===== src/sv/crc8_ft_pkg.sv =====
// Shared constants, the queue entry type and the CRC-8 byte update for the
// framed packet transmitter. Depends on nothing; every other file uses it.
`timescale 1ns / 1ps
`default_nettype none

package crc8_ft_pkg;

  localparam int unsigned WordW      = 32;
  localparam int unsigned NumWords   = 3;
  localparam int unsigned PayloadW   = WordW * NumWords;
  localparam int unsigned IdxW       = 5;
  localparam int unsigned QueueDepth = 2;

  localparam logic [7:0] HdrFirst  = 8'hAA;
  localparam logic [7:0] HdrSecond = 8'h55;
  localparam logic [7:0] CrcPoly   = 8'h07;
  localparam logic [7:0] CrcTopBit = 8'h80;
  localparam logic [7:0] TypeData  = 8'h01;
  localparam logic [7:0] TypeImp   = 8'h02;
  localparam logic [7:0] LenData   = 8'd8;
  localparam logic [7:0] LenImp    = 8'd12;

  // Byte positions inside a frame.
  localparam logic [IdxW-1:0] IdxHdrFirst  = 5'd0;
  localparam logic [IdxW-1:0] IdxHdrSecond = 5'd1;
  localparam logic [IdxW-1:0] IdxType      = 5'd2;
  localparam logic [IdxW-1:0] IdxLen       = 5'd3;
  localparam logic [IdxW-1:0] IdxPayload   = 5'd4;
  localparam logic [IdxW-1:0] IdxCrcData   = 5'd12;
  localparam logic [IdxW-1:0] IdxCrcImp    = 5'd16;

  typedef struct packed {
    logic [7:0]          type_byte;
    logic [7:0]          len_byte;
    logic [IdxW-1:0]     crc_idx;
    logic [PayloadW-1:0] words;
  } entry_t;

  // One byte through the MSB-first CRC-8, eight shift steps.
  function automatic logic [7:0] crc8_feed(input logic [7:0] crc, input logic [7:0] data);
    logic [7:0] c;
    c = crc ^ data;
    for (int b = 0; b < 8; b++) begin
      if ((c & CrcTopBit) != 8'h00) begin
        c = {c[6:0], 1'b0} ^ CrcPoly;
      end else begin
        c = {c[6:0], 1'b0};
      end
    end
    return c;
  endfunction

endpackage

`default_nettype wire


===== src/sv/crc8_ft_front.sv =====
// Front stage: accepts a record, classifies its kind into type, length and
// CRC position, and holds it until the queue takes it. Uses crc8_ft_pkg.
`timescale 1ns / 1ps
`default_nettype none

module crc8_ft_front (
  input  wire                                   clk_i,
  input  wire                                   rst_ni,
  input  wire                                   in_valid_i,
  output logic                                  in_ready_o,
  input  wire                                   in_kind_i,
  input  wire  [crc8_ft_pkg::PayloadW-1:0]      in_words_i,
  output logic                                  push_valid_o,
  input  wire                                   push_ready_i,
  output crc8_ft_pkg::entry_t                   push_entry_o
);

  logic                valid_q, valid_d;
  crc8_ft_pkg::entry_t entry_q, entry_d;
  logic                take;

  assign in_ready_o   = !valid_q || push_ready_i;
  assign take         = in_valid_i && in_ready_o;
  assign push_valid_o = valid_q;
  assign push_entry_o = entry_q;

  always_comb begin
    valid_d = valid_q;
    entry_d = entry_q;
    if (take) begin
      valid_d         = 1'b1;
      entry_d.words   = in_words_i;
      if (in_kind_i) begin
        entry_d.type_byte = crc8_ft_pkg::TypeImp;
        entry_d.len_byte  = crc8_ft_pkg::LenImp;
        entry_d.crc_idx   = crc8_ft_pkg::IdxCrcImp;
      end else begin
        entry_d.type_byte = crc8_ft_pkg::TypeData;
        entry_d.len_byte  = crc8_ft_pkg::LenData;
        entry_d.crc_idx   = crc8_ft_pkg::IdxCrcData;
      end
    end else if (push_ready_i) begin
      valid_d = 1'b0;
    end
  end

  always_ff @(posedge clk_i or negedge rst_ni) begin
    if (!rst_ni) begin
      valid_q <= 1'b0;
    end else begin
      valid_q <= valid_d;
    end
  end

  always_ff @(posedge clk_i) begin
    entry_q <= entry_d;
  end

endmodule

`default_nettype wire


===== src/sv/crc8_ft_queue.sv =====
// Short first-in first-out queue of classified records between the front
// and the back stage. Uses crc8_ft_pkg for the entry type.
`timescale 1ns / 1ps
`default_nettype none

module crc8_ft_queue #(
  parameter int unsigned Depth = crc8_ft_pkg::QueueDepth
) (
  input  wire                  clk_i,
  input  wire                  rst_ni,
  input  wire                  push_valid_i,
  output logic                 push_ready_o,
  input  crc8_ft_pkg::entry_t  push_entry_i,
  output logic                 pop_valid_o,
  input  wire                  pop_i,
  output crc8_ft_pkg::entry_t  pop_entry_o
);

  localparam int unsigned PtrW = (Depth > 1) ? $clog2(Depth) : 1;
  localparam int unsigned CntW = $clog2(Depth + 1);

  crc8_ft_pkg::entry_t mem_q [Depth];
  logic [PtrW-1:0]     wr_ptr_q, rd_ptr_q;
  logic [CntW-1:0]     count_q;
  logic                do_push, do_pop;

  assign push_ready_o = (count_q != CntW'(Depth));
  assign pop_valid_o  = (count_q != '0);
  assign do_push      = push_valid_i && push_ready_o;
  assign do_pop       = pop_i && pop_valid_o;
  assign pop_entry_o  = mem_q[rd_ptr_q];

  always_ff @(posedge clk_i or negedge rst_ni) begin
    if (!rst_ni) begin
      wr_ptr_q <= '0;
      rd_ptr_q <= '0;
      count_q  <= '0;
    end else begin
      if (do_push) begin
        wr_ptr_q <= (wr_ptr_q == PtrW'(Depth - 1)) ? '0 : wr_ptr_q + 1'b1;
      end
      if (do_pop) begin
        rd_ptr_q <= (rd_ptr_q == PtrW'(Depth - 1)) ? '0 : rd_ptr_q + 1'b1;
      end
      if (do_push && !do_pop) begin
        count_q <= count_q + 1'b1;
      end else if (do_pop && !do_push) begin
        count_q <= count_q - 1'b1;
      end
    end
  end

  always_ff @(posedge clk_i) begin
    if (do_push) begin
      mem_q[wr_ptr_q] <= push_entry_i;
    end
  end

  assert property (@(posedge clk_i) disable iff (!rst_ni)
    pop_i |-> (count_q != '0))
    else $error("queue popped while empty");

  assert property (@(posedge clk_i) disable iff (!rst_ni)
    (do_push && !do_pop) |=> (count_q == $past(count_q) + 1'b1))
    else $error("queue fill count did not follow a push");

endmodule

`default_nettype wire


===== src/sv/crc8_ft_back.sv =====
// Back stage: walks the head record of the queue one frame byte per cycle
// while the output is not stalled, folds payload bytes into the CRC and
// drives the output register. Uses crc8_ft_pkg.
`timescale 1ns / 1ps
`default_nettype none

module crc8_ft_back (
  input  wire                  clk_i,
  input  wire                  rst_ni,
  input  wire                  entry_valid_i,
  input  crc8_ft_pkg::entry_t  entry_i,
  output logic                 pop_o,
  output logic                 out_valid_o,
  input  wire                  out_ready_i,
  output logic [7:0]           out_byte_o,
  output logic                 out_last_o
);

  logic [crc8_ft_pkg::IdxW-1:0] idx_q, idx_d;
  logic [7:0]                   crc_q, crc_d;
  logic                         valid_q, valid_d;
  logic [7:0]                   byte_q;
  logic                         last_q;
  logic                         advance, emit;
  logic [7:0]                   cur_byte;
  logic                         cur_last;
  logic [3:0]                   pidx;
  logic [7:0]                   pay_byte;

  assign advance     = !valid_q || out_ready_i;
  assign emit        = advance && entry_valid_i;
  assign pidx        = idx_q[3:0] - 4'd4;
  assign out_valid_o = valid_q;
  assign out_byte_o  = byte_q;
  assign out_last_o  = last_q;
  assign pop_o       = emit && cur_last;

  always_comb begin
    pay_byte = 8'h00;
    for (int k = 0; k < 12; k++) begin
      if (pidx == 4'(k)) begin
        pay_byte = entry_i.words[k*8 +: 8];
      end
    end
  end

  always_comb begin
    cur_last = 1'b0;
    case (idx_q)
      crc8_ft_pkg::IdxHdrFirst:  cur_byte = crc8_ft_pkg::HdrFirst;
      crc8_ft_pkg::IdxHdrSecond: cur_byte = crc8_ft_pkg::HdrSecond;
      crc8_ft_pkg::IdxType:      cur_byte = entry_i.type_byte;
      crc8_ft_pkg::IdxLen:       cur_byte = entry_i.len_byte;
      default: begin
        if (idx_q == entry_i.crc_idx) begin
          cur_byte = crc_q;
          cur_last = 1'b1;
        end else begin
          cur_byte = pay_byte;
        end
      end
    endcase
  end

  always_comb begin
    idx_d   = idx_q;
    crc_d   = crc_q;
    valid_d = valid_q;
    if (advance) begin
      valid_d = entry_valid_i;
    end
    if (emit) begin
      if (cur_last) begin
        idx_d = '0;
        crc_d = 8'h00;
      end else begin
        idx_d = idx_q + 1'b1;
        if (idx_q >= crc8_ft_pkg::IdxPayload) begin
          crc_d = crc8_ft_pkg::crc8_feed(crc_q, pay_byte);
        end
      end
    end
  end

  always_ff @(posedge clk_i or negedge rst_ni) begin
    if (!rst_ni) begin
      idx_q   <= '0;
      crc_q   <= 8'h00;
      valid_q <= 1'b0;
    end else begin
      idx_q   <= idx_d;
      crc_q   <= crc_d;
      valid_q <= valid_d;
    end
  end

  always_ff @(posedge clk_i) begin
    if (emit) begin
      byte_q <= cur_byte;
      last_q <= cur_last;
    end
  end

  assert property (@(posedge clk_i) disable iff (!rst_ni)
    idx_q <= crc8_ft_pkg::IdxCrcImp)
    else $error("byte index ran past the longest frame");

  assert property (@(posedge clk_i) disable iff (!rst_ni)
    (idx_q != '0) |-> entry_valid_i)
    else $error("record left the queue in the middle of its frame");

  assert property (@(posedge clk_i) disable iff (!rst_ni)
    (emit && cur_last) |=> (idx_q == '0 && crc_q == 8'h00 && last_q))
    else $error("frame end did not restart the byte index and CRC");

endmodule

`default_nettype wire


===== src/sv/crc8_frame_transmitter.sv =====
// Top level of the CRC-8 framed packet transmitter: front stage, record
// queue and byte-serial back stage. Uses crc8_ft_pkg and the crc8_ft_* modules.
//
//   Channel   Direction  Payload
//   s_axis    in         tuser = frame_kind; tdata = word_first, word_second, word_third
//   m_axis    out        tdata = frame_byte; tlast = frame_end (on the CRC byte)
//
// Each record leaves as one frame: 0xAA, 0x55, type, length, the payload
// words least significant byte first (a data point omits word_third), then a
// CRC-8 (poly 0x07, initial zero, no reflection, no final xor) of payload only.
//
// A data point frame is 13 bytes and an impedance point frame 17 bytes, sent
// one byte per cycle from the back stage's output register unless m_axis
// stalls. The front stage and the record queue accept the next record while
// a frame is still streaming, so frames follow each other without idle cycles.
// Each record passes the front register, the queue and the output register.
// Reset clears the handshake and sequencing state; no clearing pass is needed.
// A stall on m_axis holds the current byte; the input side keeps accepting
// until the front register and the queue are full.
`timescale 1ns / 1ps
`default_nettype none

module crc8_frame_transmitter #(
  parameter int unsigned QueueDepth = crc8_ft_pkg::QueueDepth
) (
  input  wire         clk_i,
  input  wire         rst_ni,
  input  wire         s_axis_tvalid,
  output logic        s_axis_tready,
  input  wire  [95:0] s_axis_tdata,   // [31:0] word_first, [63:32] word_second,
                                      // [95:64] word_third
  input  wire         s_axis_tuser,   // [0] frame_kind
  output logic        m_axis_tvalid,
  input  wire         m_axis_tready,
  output logic [7:0]  m_axis_tdata,   // [7:0] frame_byte
  output logic        m_axis_tlast    // frame_end
);

  // Classified record handed from the front stage into the queue.
  logic                push_valid, push_ready;
  crc8_ft_pkg::entry_t push_entry;

  // Head record of the queue as seen by the back stage.
  logic                head_valid, head_pop;
  crc8_ft_pkg::entry_t head_entry;

  crc8_ft_front u_front (
    .clk_i        (clk_i),
    .rst_ni       (rst_ni),
    .in_valid_i   (s_axis_tvalid),
    .in_ready_o   (s_axis_tready),
    .in_kind_i    (s_axis_tuser),
    .in_words_i   (s_axis_tdata),
    .push_valid_o (push_valid),
    .push_ready_i (push_ready),
    .push_entry_o (push_entry)
  );

  crc8_ft_queue #(
    .Depth (QueueDepth)
  ) u_queue (
    .clk_i        (clk_i),
    .rst_ni       (rst_ni),
    .push_valid_i (push_valid),
    .push_ready_o (push_ready),
    .push_entry_i (push_entry),
    .pop_valid_o  (head_valid),
    .pop_i        (head_pop),
    .pop_entry_o  (head_entry)
  );

  // The back stage pops the head record only while emitting its CRC byte.
  crc8_ft_back u_back (
    .clk_i         (clk_i),
    .rst_ni        (rst_ni),
    .entry_valid_i (head_valid),
    .entry_i       (head_entry),
    .pop_o         (head_pop),
    .out_valid_o   (m_axis_tvalid),
    .out_ready_i   (m_axis_tready),
    .out_byte_o    (m_axis_tdata),
    .out_last_o    (m_axis_tlast)
  );

endmodule

`default_nettype wire

===== config.mk =====
export PLATFORM = sky130hd
export DESIGN_NAME = crc8_frame_transmitter
export DESIGN_NICKNAME = d
export VERILOG_FILES = /design/src/sv/crc8_ft_pkg.sv /design/src/sv/crc8_ft_front.sv /design/src/sv/crc8_ft_queue.sv /design/src/sv/crc8_ft_back.sv /design/src/sv/crc8_frame_transmitter.sv
export SDC_FILE = /design/constraint.sdc
export NUM_CORES = 1
export LEC_CHECK = 0
export ABC_AREA = 1
export BUFFER_PORTS_ARGS = -buffer_cell sky130_fd_sc_hd__buf_2
export CORE_MARGIN = 1.5
export CORE_UTILIZATION = 54
export CTS_CLUSTER_DIAMETER = 80
export DETAILED_ROUTE_END_ITERATION = 12
export PLACE_DENSITY = 0.87
export SYNTH_ARGS = -nofsm -noshare
export SYNTH_HDL_FRONTEND = slang
export SYNTH_HIERARCHICAL = 1
export SYNTH_SLANG_ARGS = --single-unit

===== constraint.sdc =====
create_clock -name clk_i -period 6.7 [get_ports clk_i]
set_clock_uncertainty 0.2 [all_clocks]
set_input_delay 1.34 -clock clk_i [delete_from_list [all_inputs] [get_ports clk_i]]
set_output_delay 1.34 -clock clk_i [all_outputs]
set_load 0.01 [all_outputs]

==> results.py, run 1 <==
metrics = {
    "timing": {
        "worst_pin_slew_ns": 1.174,
        "min_period_ns": 4.427,
        "slew_headroom_pct": 21.76,
        "hold_viol": 0,
        "whs_ns": 0.2427,
        "finalSetupViolCount": 0,
        "slew_violations": 0,
        "finalCritPeriodShare_pct": 66.07,
        "clock.fmax_ghz": 0.2259,
        "finalSetupTns_ns": 0,
        "rsz0062_at_grt": "no",
    },
    "route": {
        "detail-route-antenna-nets": 0,
        "vias": 9210,
        "drt_iter0_drc": 869,
        "dr.pass1.iters": 5,
        "drt-total-wl_um": 28590,
        "routed_via_density": 5.287,
        "avgRoutedWirePerCell_um": 16.41,
        "drc": 0,
    },
    "floorplan": {
        "num_io_pins": 112,
        "fp.dieArea_um2": 28180,
        "row_count": 60,
        "die_h_um": 167.9,
        "core_um2": 26800,
        "start_util_pct": 54.77,
        "die_x_um": 167.9,
    },
    "yosys": {
        "yosys.area_share.simple_pct": 20.26,
        "yosysMostFrequentCell": "nand2_1",
        "syn_inst": 1262,
        "synthTopCellsByArea": "edfxtp_1 (70%), nand2_1 (14%), dfrtp_1 (3.2%)",
        "synthMuxAreaShare_pct": 0,
        "synth_compound_area_share_pct": 1.628,
        "seq_area_frac_synth_pct": 73.00,
        "synthAdderAreaFrac_pct": 0.4262,
        "synthFlopType": "edfxtp_1",
        "netlist_area_um2": 14680,
        "syn_area_per_cell_um2": 11.63,
        "synth_seq_cells": 360,
        "synth_top_family_by_area": "simple AND/OR/NAND/NOR gates",
        "ys_types": 35,
        "ys_warn_count": 6,
        "synth_top_area_cell": "edfxtp_1",
        "synth_xor_area_share_pct": 0.4177,
        "synth-edff-count": 341,
        "synth_top_area_share_pct": 69.76,
        "async_flop_share_pct": 5.278,
        "ys_top_cells_by_count": "nand2_1 (564), edfxtp_1 (341), nor2_1 (65)",
    },
    "clock_tree": {
        "clk_latency_ns": 0.51,
        "cts_buffers": 35,
        "clockBufferDepth": 3,
        "root_buffer": "clkbuf_16",
        "path_clk_slew_ns": 0.06,
        "cts_resized": 0,
        "clkSinkCount": 360,
        "post-cts-setup-buffer-count": 0,
        "h-tree-depth": 2,
        "cts_hold_buf": 0,
        "cts_tree": "yes",
    },
    "global_routing": {
        "grt_util_all_layers_pct": 20.44,
        "grt_pass1_wl_um": 44240,
        "antenna_found_initial": 0,
        "grt_pass1_vias": 8800,
        "grt_max_degree": 88,
        "grt-ovfl-total": 0,
    },
    "placed_design": {
        "dp_hpwl_um": 18010,
        "place_congestion": 0.8403,
        "numPortBuffers": 111,
    },
    "critical_path": {
        "cp_num_buf_inv": 2,
        "crit_start": "u_queue/rd_ptr_q",
        "crit_arrival_ns": 4.63,
        "path_cells": "buf_4 > nand2_1 > nand2_1 > xnor2_1 > nand2_1 > nor4_1 > nand2_1 > nor2_1 > nand2_1 > ha_1 > inv_1 > nand3_1 > nand2_1 > nand2_1",
        "cp_max_fo": 87,
        "slowest_stage": "buf_4",
        "crit_family": "simple AND/OR/NAND/NOR gates",
        "cp-end-kind": "register",
        "path_common_cell": "nand2_1",
        "r2r_cells": 14,
        "crit_required_ns": 6.91,
        "cp-endpoint": "u_queue/count_q[1]",
        "reg2reg_slack_ns": 2.27,
        "setup.worst_path.class": "reg -> reg",
        "reg2reg_from": "u_queue/rd_ptr_q",
        "cp_slowest_stage_delay_ns": 0.80,
        "crit_path_start_kind": "register",
        "r2r-end": "u_queue/count_q[1]",
        "critical_path_depth": 14,
    },
    "finish": {
        "antennaDiodeCount": 0,
        "nets": 1482,
        "syn_to_final_growth_pct": 12.74,
        "drive_gt1_share_pct": 14.70,
    },
    "power": {
        "power.internal_w": 0.005101,
        "p_sw_share_pct": 37.06,
        "clkPwrFrac_pct": 23.6,
        "power.density_nw_per_um2": 489.8,
        "seqPwrFrac_pct": 43.1,
        "leakage_nw": 6.889,
        "p_switching_w": 0.003004,
        "pwr-share-comb_pct": 33.3,
        "peakVddDrop_v": 0.0002525,
    },
    "job": {
        "maxCapViolCount": 0,
    },
    "hold_path": {
        "min_path_type": "reg -> reg",
    },
    "run_status": {
        "outcome": "complete, no violations",
    },
}
## stage by stage
step | utilization, % | power [W] | area, um2 | worst slack (ns) | instances
after floorplan | - | 0.005496 | 14730 | 0.4398 | 1275
after global placement | 57.61 | 0.006088 | 15440 | 2.550 | 1680
after detailed placement | 57.61 | 0.006184 | 15440 | 2.365 | 1680
after CTS | 61.75 | 0.008123 | 16550 | 2.283 | 1742
after global routing | 61.75 | 0.008615 | 16550 | 1.849 | 1742
final | 61.75 | 0.008106 | 16550 | 2.273 | 1742
## metal layers
metal | global-route usage, % | part of all wire, %
met5 | 0 | 0
met4 | 8.265 | 3.3
met3 | 3.738 | 7.7
met2 | 34.20 | 49
met1 | 26.67 | 40
## layout by cell type, fill, tap and decap left out, drive strengths merged
master,instances
nand3,62
clkinv,14
a221oi,8
o211ai,5
buf,118
edfxtp,341
nor2,72
nor3,1
nand2,577
inv,70
a21oi,14
o22ai,1
nand3b,1
o21ai,5
xnor2,3
ha,5
clkinvlp,3
nand4,7
conb,15
bufinv,4
or2,8
nor4,2
dfrtp,19
clkbuf,39
xor2,4
o221ai,3
## worst reg2reg max path, delay by kind of cell (launching register included)
family        cells  cell delay (ns)
fa+ha+maj         1             0.31
simple gates     10             2.09
buf+inv           2             0.89
xor+xnor          1             0.14
flops             1             0.70
## how the worst min path moves through the flow
stage | to | depth (start not counted) | startpoint
floorplan | u_queue/mem_q[0][0] | 0 | u_front/push_entry_o[0]
global placement | u_queue/mem_q[0][86] | 0 | u_front/push_entry_o[86]
detailed placement | u_queue/mem_q[1][82] | 0 | u_front/push_entry_o[82]
CTS | u_queue/mem_q[0][88] | 0 | u_front/push_entry_o[88]
global route | u_queue/mem_q[0][82] | 0 | u_front/push_entry_o[82]
finish | u_queue/mem_q[1][51] | 0 | u_front/push_entry_o[51]
## power groups by stage
stage / clock (W) / sequential, W / combinational (W)
6_report: 0.00191 / 0.00350 / 0.00270
5_1_grt: 0.00202 / 0.00355 / 0.00304
4_1_cts: 0.00194 / 0.00350 / 0.00269
3_5_place_dp: 0 / 0.00353 / 0.00265
3_3_place_gp: 0 / 0.00350 / 0.00259
2_1_floorplan: 0 / 0.00351 / 0.00198
## sequential cells by signal (all words and copies together) (netlist names)
name                  flops
u_back/crc_q              8
u_back/idx_q              5
u_back/out_byte_o         8
u_back/out_last_o         1
u_back/out_valid_o        1
u_front/push_entry_o     98
u_front/push_valid_o      1
u_queue/count_q           2
u_queue/mem_q           234
u_queue/rd_ptr_q          1
u_queue/wr_ptr_q          1
## cell families after synthesis
| logic type | after synthesis |
|---|---|
| compound gates | 36 |
| xor+xnor | 7 |
| fa+ha+maj | 5 |
| buf+inv | 122 |
| flops | 360 |
| other cells | 2 |
| simple gates | 730 |
## layout make-up
| type | instances | area [um2] |
|---|---|---|
| Fill cell | 1892 | 10250 |
| Clock inverter | 23 | 220.2 |
| Sequential cell | 360 | 10720 |
| Multi-Input combinational cell | 793 | 3420 |
| Clock buffer | 39 | 890.9 |
| Inverter | 68 | 265.3 |
| Tap cell | 341 | 426.7 |
| Timing Repair Buffer | 118 | 608.1 |
(Power assumes the default switching activity.)
==> run 2: changes to the inputs <==
- CORE_UTILIZATION: 54 -> 60
- PLACE_DENSITY: 0.87 -> 0.91
- clock period: 6.7 -> 4.48 ns (I/O delays scaled with it)
==> run 2 against run 1 <==
  * Sequential share of layout area fell by 0.078 points
  * Clock power grew 44%
  * Critical endpoint is now u_back/crc_q[1]
  * Critical path type unchanged
  * Die area is 9.8% lower
==> results.py, run 2 (synthesis gave the netlist of run 1 again) <==
metrics = {
    "clock_tree": {
        "cts_resized": 0,
        "post-cts-setup-buffer-count": 0,
        "path_clk_slew_ns": 0.06,
        "h-tree-depth": 2,
        "clk_latency_ns": 0.51,
        "clockBufferDepth": 3,
        "clkSinkCount": 360,
        "cts_hold_buf": 0,
        "cts_buffers": 36,
        "cts_tree": "yes",
        "root_buffer": "clkbuf_16",
    },
    "critical_path": {
        "crit_arrival_ns": 3.76,
        "r2r-end": "u_back/crc_q[1]",
        "cp-end-kind": "register",
        "crit_start": "u_queue/rd_ptr_q",
        "critical_path_depth": 25,
        "slowest_stage": "dfrtp_4",
        "crit_required_ns": 4.69,
        "cp_slowest_stage_delay_ns": 0.69,
        "cp_max_fo": 51,
        "reg2reg_slack_ns": 0.93,
        "cp_num_buf_inv": 3,
        "reg2reg_from": "u_queue/rd_ptr_q",
        "path_common_cell": "nand2_1",
        "r2r_cells": 25,
        "setup.worst_path.class": "reg -> reg",
        "crit_family": "simple AND/OR/NAND/NOR gates",
        "cp-endpoint": "u_back/crc_q[1]",
        "crit_path_start_kind": "register",
    },
    "job": {
        "maxCapViolCount": 0,
    },
    "timing": {
        "slew_headroom_pct": 31.38,
        "worst_pin_slew_ns": 1.029,
        "finalCritPeriodShare_pct": 79.31,
        "min_period_ns": 3.553,
        "finalSetupViolCount": 0,
        "clock.fmax_ghz": 0.2815,
        "rsz0062_at_grt": "no",
        "finalSetupTns_ns": 0,
        "slew_violations": 0,
        "whs_ns": 0.1347,
        "setup_ws_ns": 0.9271,
        "hold_viol": 0,
    },
    "global_routing": {
        "grt_max_degree": 118,
        "grt_pass1_wl_um": 45850,
        "antenna_found_initial": 0,
        "grt_util_all_layers_pct": 23.03,
        "grt-ovfl-total": 0,
        "gr-usage-met3_pct": 3.621,
        "top_usage_layer": "met2",
        "grt_pass1_vias": 9222,
        "grt.met2_usage_pct": 39.04,
        "met1_usage_pct": 29.91,
    },
    "placed_design": {
        "dp_hpwl_um": 18500,
        "placed_cells": 1668,
        "numPortBuffers": 111,
        "place_congestion": 0.9173,
        "dpl_worst_slack_ns": 1.054,
    },
    "finish": {
        "antennaDiodeCount": 0,
        "mostFrequentLayoutCells": "nand2_1 (564), edfxtp_1 (341), buf_2 (111)",
        "drive_gt1_share_pct": 14.71,
        "syn_to_final_growth_pct": 12.88,
        "regMostFlops": "u_queue/mem_q",
        "largest_reg_flops": 234,
        "finalNonFillerCells": 1731,
        "fillers": 1569,
        "nets": 1488,
        "final_common_cell": "nand2_1",
    },
    "route": {
        "vias": 9478,
        "routed_via_density": 5.475,
        "avgRoutedWirePerCell_um": 16.73,
        "dr.pass1.iters": 5,
        "detail-route-antenna-nets": 0,
        "drt_iter0_drc": 1106,
        "drt-total-wl_um": 28960,
        "drc": 0,
    },
    "floorplan": {
        "num_io_pins": 112,
        "row_count": 57,
        "die_h_um": 159.4,
        "core_um2": 24180,
        "die_x_um": 159.4,
        "start_util_pct": 60.72,
        "fp.dieArea_um2": 25410,
    },
    "power": {
        "pwr-share-comb_pct": 33.8,
        "power.internal_w": 0.007576,
        "p_sw_share_pct": 37.24,
        "clkPwrFrac_pct": 22.8,
        "seqPwrFrac_pct": 43.4,
        "peakVddDrop_v": 0.0004417,
        "p_switching_w": 0.004495,
        "leakage_nw": 6.917,
        "power_w": 0.01207,
        "power.density_nw_per_um2": 728.6,
    },
    "hold_path": {
        "min_path_type": "in -> async",
    },
    "run_status": {
        "outcome": "complete, no violations",
    },
}
[run 2: cell count changes in the layout (fill, tap and decap cells not counted), sizes merged]
cell,change
buf,+5
bufinv,-3
clkbuf,+8
clkinv,-3
clkinvlp,-3
inv,+2
[run 2: how the worst min path moves through the flow]
| stage | start | slack (ns) | cells past startpoint | endpoint |
|---|---|---|---|---|
| 3_5_place_dp | u_front/push_entry_o[36] | 0.23 | 0 | u_queue/mem_q[0][36] |
| 6_report | rst_ni | 0.13 | 1 | u_back/crc_q[5] |
| 2_1_floorplan | u_front/push_entry_o[0] | 0.22 | 0 | u_queue/mem_q[0][0] |
| 5_1_grt | rst_ni | 0.16 | 1 | u_front/push_valid_o |
| 4_1_cts | rst_ni | 0.13 | 1 | u_back/crc_q[5] |
| 3_3_place_gp | u_front/push_entry_o[61] | 0.22 | 0 | u_queue/mem_q[0][61] |
[run 2: final cells by class]
class                           instances  area (um2)  share of cell area (%)
Sequential cell                       360       10720                   64.69
Inverter                               68       265.3                   1.601
Clock buffer                           47       963.4                   5.814
Timing Repair Buffer                  123       683.2                   4.123
Tap cell                              324       405.4                   2.447
Multi-Input combinational cell        793        3420                   20.64
Clock inverter                         16       113.9                  0.6872
[run 2: stage by stage]
step / util [%] / area (um2)
global route: 68.53 / 16570
finish: 68.53 / 16570
detailed placement: 64.08 / 15490
CTS: 68.53 / 16570
floorplan: - / 14730
global placement: 64.08 / 15490
[run 2: power groups by stage]
stage	sequential (W)	combinational [W]	clock [W]
after floorplan	0.00525	0.00297	0
after global placement	0.00524	0.00377	0
after detailed placement	0.00530	0.00396	0
after CTS	0.00524	0.00400	0.00280
after global routing	0.00531	0.00453	0.00292
final	0.00524	0.00408	0.00275
[run 2: metal layers]
layer | share of wire, % | vias up
li1 | - | 4434
met2 | 50 | 536
met5 | 0 | -
met1 | 38 | 4434
met4 | 3.0 | 0
met3 | 8.7 | 74
